## src/rtl/kerq_pkg.sv

```systemverilog
// package for the key event release queue: payload types, codes and sizes
package kerq_pkg;

  localparam int QUEUE_DEPTH = 16;
  localparam int DEFER_DEPTH = 16;
  localparam int KEY_COUNT   = 256;
  localparam int OBUF_DEPTH  = QUEUE_DEPTH + DEFER_DEPTH;
  localparam int QIW = $clog2(QUEUE_DEPTH);
  localparam int DIW = $clog2(DEFER_DEPTH);
  localparam int DCW = $clog2(DEFER_DEPTH + 1);
  localparam int OIW = $clog2(OBUF_DEPTH);
  localparam int OCW = $clog2(OBUF_DEPTH + 1);

  localparam logic [1:0] MODE_PUSH  = 2'd0;
  localparam logic [1:0] MODE_STEP  = 2'd1;
  localparam logic [1:0] MODE_FLUSH = 2'd2;
  localparam logic [1:0] MODE_QUERY = 2'd3;

  typedef struct packed {
    logic [1:0]  mode;
    logic [7:0]  key_code;
    logic        is_press;
    logic [31:0] event_time;
    logic [31:0] boundary_time;
  } in_item_t;

  typedef struct packed {
    logic        has_event;
    logic [7:0]  out_key;
    logic        out_press;
    logic [31:0] out_time;
    logic        last;
    logic [5:0]  pending_count;
    logic [31:0] dropped_total;
    logic        key_state;
    logic        defer_overflow;
  } out_item_t;

  typedef enum logic [3:0] {
    CMD_NONE,
    CMD_LATCH,
    CMD_STEP_INC,
    CMD_FLUSH,
    CMD_SCAN_CLR,
    CMD_OLD_EVAL,
    CMD_Q_EVAL,
    CMD_PUSH_WR,
    CMD_DEF_EVAL,
    CMD_PICK,
    CMD_CANCEL_EVAL,
    CMD_REL_DEC,
    CMD_OUT_RD,
    CMD_OUT_NEXT
  } cmd_t;

  typedef enum logic [3:0] {
    S_IDLE,
    S_DISPATCH,
    S_OLD_SCAN,
    S_PUSH_WR,
    S_DEF,
    S_Q_START,
    S_Q_SCAN,
    S_Q_PICK,
    S_CANCEL,
    S_REL,
    S_OUT_RD,
    S_OUT
  } state_t;

  typedef struct packed {
    logic [1:0] mode;
    logic       full;
    logic       q_last;
    logic       def_done;
    logic       found;
    logic       best_press;
    logic       out_last;
  } dp_status_t;

endpackage

```

## src/rtl/kerq_ctrl.sv

```systemverilog
// controller state machine sequencing the queue datapath
module kerq_ctrl (
  input  logic                   clk,
  input  logic                   rst_n,
  input  logic                   in_valid,
  output logic                   in_stall,
  output logic                   out_valid,
  input  logic                   out_stall,
  input  kerq_pkg::dp_status_t   status,
  output kerq_pkg::cmd_t         cmd
);

  kerq_pkg::state_t state_r, state_nxt;

  always_ff @(posedge clk) begin
    if (!rst_n) begin
      state_r <= kerq_pkg::S_IDLE;
    end else begin
      state_r <= state_nxt;
    end
  end

  // next state
  always_comb begin
    state_nxt = state_r;
    case (state_r)
      kerq_pkg::S_IDLE: begin
        if (in_valid) state_nxt = kerq_pkg::S_DISPATCH;
      end
      kerq_pkg::S_DISPATCH: begin
        case (status.mode)
          kerq_pkg::MODE_PUSH: begin
            state_nxt = status.full ? kerq_pkg::S_OLD_SCAN : kerq_pkg::S_PUSH_WR;
          end
          kerq_pkg::MODE_STEP: state_nxt = kerq_pkg::S_DEF;
          default:             state_nxt = kerq_pkg::S_OUT_RD;
        endcase
      end
      kerq_pkg::S_OLD_SCAN: begin
        if (status.q_last) state_nxt = kerq_pkg::S_PUSH_WR;
      end
      kerq_pkg::S_PUSH_WR: state_nxt = kerq_pkg::S_OUT_RD;
      kerq_pkg::S_DEF: begin
        if (status.def_done) state_nxt = kerq_pkg::S_Q_START;
      end
      kerq_pkg::S_Q_START: state_nxt = kerq_pkg::S_Q_SCAN;
      kerq_pkg::S_Q_SCAN: begin
        if (status.q_last) state_nxt = kerq_pkg::S_Q_PICK;
      end
      kerq_pkg::S_Q_PICK: begin
        if (!status.found) state_nxt = kerq_pkg::S_OUT_RD;
        else if (status.best_press) state_nxt = kerq_pkg::S_CANCEL;
        else state_nxt = kerq_pkg::S_REL;
      end
      kerq_pkg::S_CANCEL: begin
        if (status.def_done) state_nxt = kerq_pkg::S_Q_START;
      end
      kerq_pkg::S_REL: state_nxt = kerq_pkg::S_Q_START;
      kerq_pkg::S_OUT_RD: state_nxt = kerq_pkg::S_OUT;
      kerq_pkg::S_OUT: begin
        if (!out_stall) begin
          state_nxt = status.out_last ? kerq_pkg::S_IDLE : kerq_pkg::S_OUT_RD;
        end
      end
      default: state_nxt = kerq_pkg::S_IDLE;
    endcase
  end

  // outputs
  always_comb begin
    cmd       = kerq_pkg::CMD_NONE;
    in_stall  = 1'b1;
    out_valid = 1'b0;
    case (state_r)
      kerq_pkg::S_IDLE: begin
        in_stall = 1'b0;
        if (in_valid) cmd = kerq_pkg::CMD_LATCH;
      end
      kerq_pkg::S_DISPATCH: begin
        case (status.mode)
          kerq_pkg::MODE_PUSH:  cmd = kerq_pkg::CMD_SCAN_CLR;
          kerq_pkg::MODE_STEP:  cmd = kerq_pkg::CMD_STEP_INC;
          kerq_pkg::MODE_FLUSH: cmd = kerq_pkg::CMD_FLUSH;
          default:              cmd = kerq_pkg::CMD_NONE;
        endcase
      end
      kerq_pkg::S_OLD_SCAN: cmd = kerq_pkg::CMD_OLD_EVAL;
      kerq_pkg::S_PUSH_WR:  cmd = kerq_pkg::CMD_PUSH_WR;
      kerq_pkg::S_DEF: begin
        if (!status.def_done) cmd = kerq_pkg::CMD_DEF_EVAL;
      end
      kerq_pkg::S_Q_START: cmd = kerq_pkg::CMD_SCAN_CLR;
      kerq_pkg::S_Q_SCAN:  cmd = kerq_pkg::CMD_Q_EVAL;
      kerq_pkg::S_Q_PICK: begin
        if (status.found) cmd = kerq_pkg::CMD_PICK;
      end
      kerq_pkg::S_CANCEL: begin
        if (!status.def_done) cmd = kerq_pkg::CMD_CANCEL_EVAL;
      end
      kerq_pkg::S_REL:    cmd = kerq_pkg::CMD_REL_DEC;
      kerq_pkg::S_OUT_RD: cmd = kerq_pkg::CMD_OUT_RD;
      kerq_pkg::S_OUT: begin
        out_valid = 1'b1;
        if (!out_stall && !status.out_last) cmd = kerq_pkg::CMD_OUT_NEXT;
      end
      default: cmd = kerq_pkg::CMD_NONE;
    endcase
  end

endmodule

```

## config.mk

```make
export PLATFORM = sky130hd
export DESIGN_NAME = kerq_ctrl
export DESIGN_NICKNAME = d
export VERILOG_FILES = /design/src/rtl/kerq_pkg.sv /design/src/rtl/kerq_ctrl.sv
export SDC_FILE = /design/constraint.sdc
export NUM_CORES = 1
export LEC_CHECK = 0
export BUFFER_PORTS_ARGS = -buffer_cell sky130_fd_sc_hd__buf_4
export CORE_AREA = 2 2 39 41
export DETAILED_ROUTE_END_ITERATION = 12
export DIE_AREA = 0 0 41 43
export GPL_ROUTABILITY_DRIVEN = 1
export PLACE_DENSITY = 0.7
export SYNTH_ARGS = -nofsm -noshare
export SYNTH_HDL_FRONTEND = slang
export SYNTH_SLANG_ARGS = --single-unit
```

## constraint.sdc

```tcl
create_clock -name clk -period 2 [get_ports clk]
set_input_delay 0.2 -clock clk [delete_from_list [all_inputs] [get_ports clk]]
set_output_delay 0.2 -clock clk [all_outputs]
set_load 0.05 [all_outputs]
```

==> run metrics <==
GR Overflow Total=0; Cell variety after synth=34; drt wl/cell=13.5 um; outcome=finished clean; sequential area share after synthesis=13.8%; Num Clock Sinks=4; drt total wl=1540 um; initial DRC count=18; Final Non-Filler Cells=114; Top Registers=state_r: 4 flops; final count of pins violating max slew=0; fin crit period=1890 ps; FFs w/ async S/R, synth=0%; Net Count, Synth=98; ranking of synthesized cells by area=dfxtp_1 (14%), ha_1 (11%), a32o_1 (6.9%); Die X=41 um; CTS clk-pin slew, worst paths=40 ps; GR Util All Layers=20.7%; flops & latches, synth=4; pre-CTS setup slack=393 ps; Crit. End Element=output pin; largest vdd supply drop=1.18 mV; worst-path fanout max=11; Main synth FF type=dfxtp_1; overall power=1.29 mW; Cells after Synth=81; DRC Markers=0; Static Leak=0.327 nW; max reg flops=4; core area=1380 um2; DP HPWL=1180 um; share of post-route cells with drive strength above 1=28.6%; first-pass GRT wire length=2560 um; largest area contributor in the netlist=dfxtp_1; synthesis-to-layout area growth=28.9%; Req. time, crit path=1800 ps; clk_lat worst skew=240 ps; mean instance size in the synthesized netlist=7.15 um2; port bufs=17; setup_tns=0 ps; Post-CTS Hold Buffers=0; Final WS setup=109 ps; CTS H-Tree Depth=1; critical path's slowest cell=dfxtp_1; Most flops, register=state_r; crit path kind=flip-flop to output pin; Buf/Inv on CP=1; initial antenna violation count=0; NumNets Final=117; CTS Buf Count=3; Ys Warns=0; commonest non-fill, non-tap cell in the layout=buf_4; Crit Reg-Reg Startpoint=state_r[3]$_SDFFE_PN0P_; die height=43 um; DR pass1 iterations=4; worst slew pin tran=413 ps; Setup Viol. Count Final=0; gpl congestion=0.901; CP delay by family, top=flip-flops; Crit path largest cell delay=520 ps; site row count=14; post-CTS setup buffers=0; fill cell count=135; RSZ-0062 raised after global routing=no; Ant. Diodes=0; Hold Fails Final Rpt=0; most frequent cells in the layout=buf_4 (21), o21ai_0 (8), nor2_1 (7), nand2_1 (7), a21oi_1 (7); number of synthesized flops with an enable pin=0; CTS root buffer=clkbuf_4; Layout Skew=1.17 ps; via count=674; DIE AREA=1760 um2; Mapped Area=579 um2; placed insts=111; cells along the critical path=nor2b_1 > a32o_1 > a21oi_1 > o32ai_2 > buf_4; post_cts resized=0; Startpoint Class=flip-flop; highest clock rate=529 MHz; period utilization=94.5%; top-area cell type share of the netlist area=13.8%; hold path startpoint=out_stall; num ports=18; CTS tree=built; max_slew headroom=72.5%; post-route ant nets=0; largest net degree at the start of global routing=14; Initial Utilization=41.9%; Arrival @ worst endpoint=1690 ps; maximum capacitance violations=0; vias in the first global route=595; Via density=5.91; Max clock buf depth=2; Critical path origin=state_r[3]$_SDFFE_PN0P_; Worst Hold Class=primary input to flip-flop; PD cells=1720 nW/um2
[stage by stage]
stage	hold slack [ps]	area (um2)	util (%)
finish	232	747	54.0
global route	233	747	54.0
CTS	234	747	54.0
detailed placement	479	724	52.4
global placement	466	724	52.4
floorplan	353	593	-
[worst register-to-register path: cells and delay by family, from the launching register on]
| kind | cells | cell delay (ps) |
|---|---|---|
| simple gates | 2 | 360 |
| buf+inv | 1 | 240 |
| flops | 1 | 520 |
| compound gates | 2 | 310 |
[report_power, final]
part | total (mW) | switching (mW) | internal (mW) | leakage (nW)
combinational | 0.978 | 0.615 | 0.364 | 0.281
sequential | 0.204 | 0.0897 | 0.114 | 0.0329
clock | 0.104 | 0.0365 | 0.0673 | 0.0138
total | 1.29 | 0.741 | 0.545 | 0.327
[metal layers]
metal,GRT usage (%),up-vias,part of all wire [%]
li1,-,335,-
met1,29.5,309,44
met2,28.7,28,48
met3,6.28,2,6.4
met4,6.67,0,1.2
met5,0,-,0
[logic make-up after synthesis]
| family | Yosys count | synth area share (%) |
|---|---|---|
| adder cells (fa/ha/maj) | 5 | 10.8 |
| AO/OA/AOI/OAI | 32 | 38.2 |
| AND/OR/NAND/NOR | 29 | 26.6 |
| flip-flops | 4 | 13.8 |
| buffers and inverters | 11 | 10.6 |
[cells in the mapped netlist, drive strengths merged, types with 2 or more instances]
library cell,n
a221oi,2
o21ai,10
inv,4
a21boi,2
dfxtp,4
a21oi,7
nor3,3
ha,5
nor2b,4
buf,7
nor2,7
nand2,7
a32o,4
[path summary, 6_finish.rpt]
check                            end  slack, ps  cells after the start
max                           cmd[0]        110                      5
min          state_r[0]$_SDFFE_PN0P_        230                      2
max reg2reg  state_r[3]$_SDFFE_PN0P_        470                      5
min reg2reg  state_r[1]$_SDFFE_PN0P_        740                      3
[cell type report]
| cell class | count | area, um2 | share of cell area, % |
|---|---|---|---|
| Clock buffer | 3 | 22.5 | 3.02 |
| Multi-Input combinational cell | 66 | 452 | 60.5 |
| Timing Repair Buffer | 21 | 158 | 21.1 |
| Tap cell | 16 | 20.0 | 2.68 |
| Inverter | 4 | 15.0 | 2.01 |
| Sequential cell | 4 | 80.1 | 10.7 |
(Power assumes the default switching activity.)
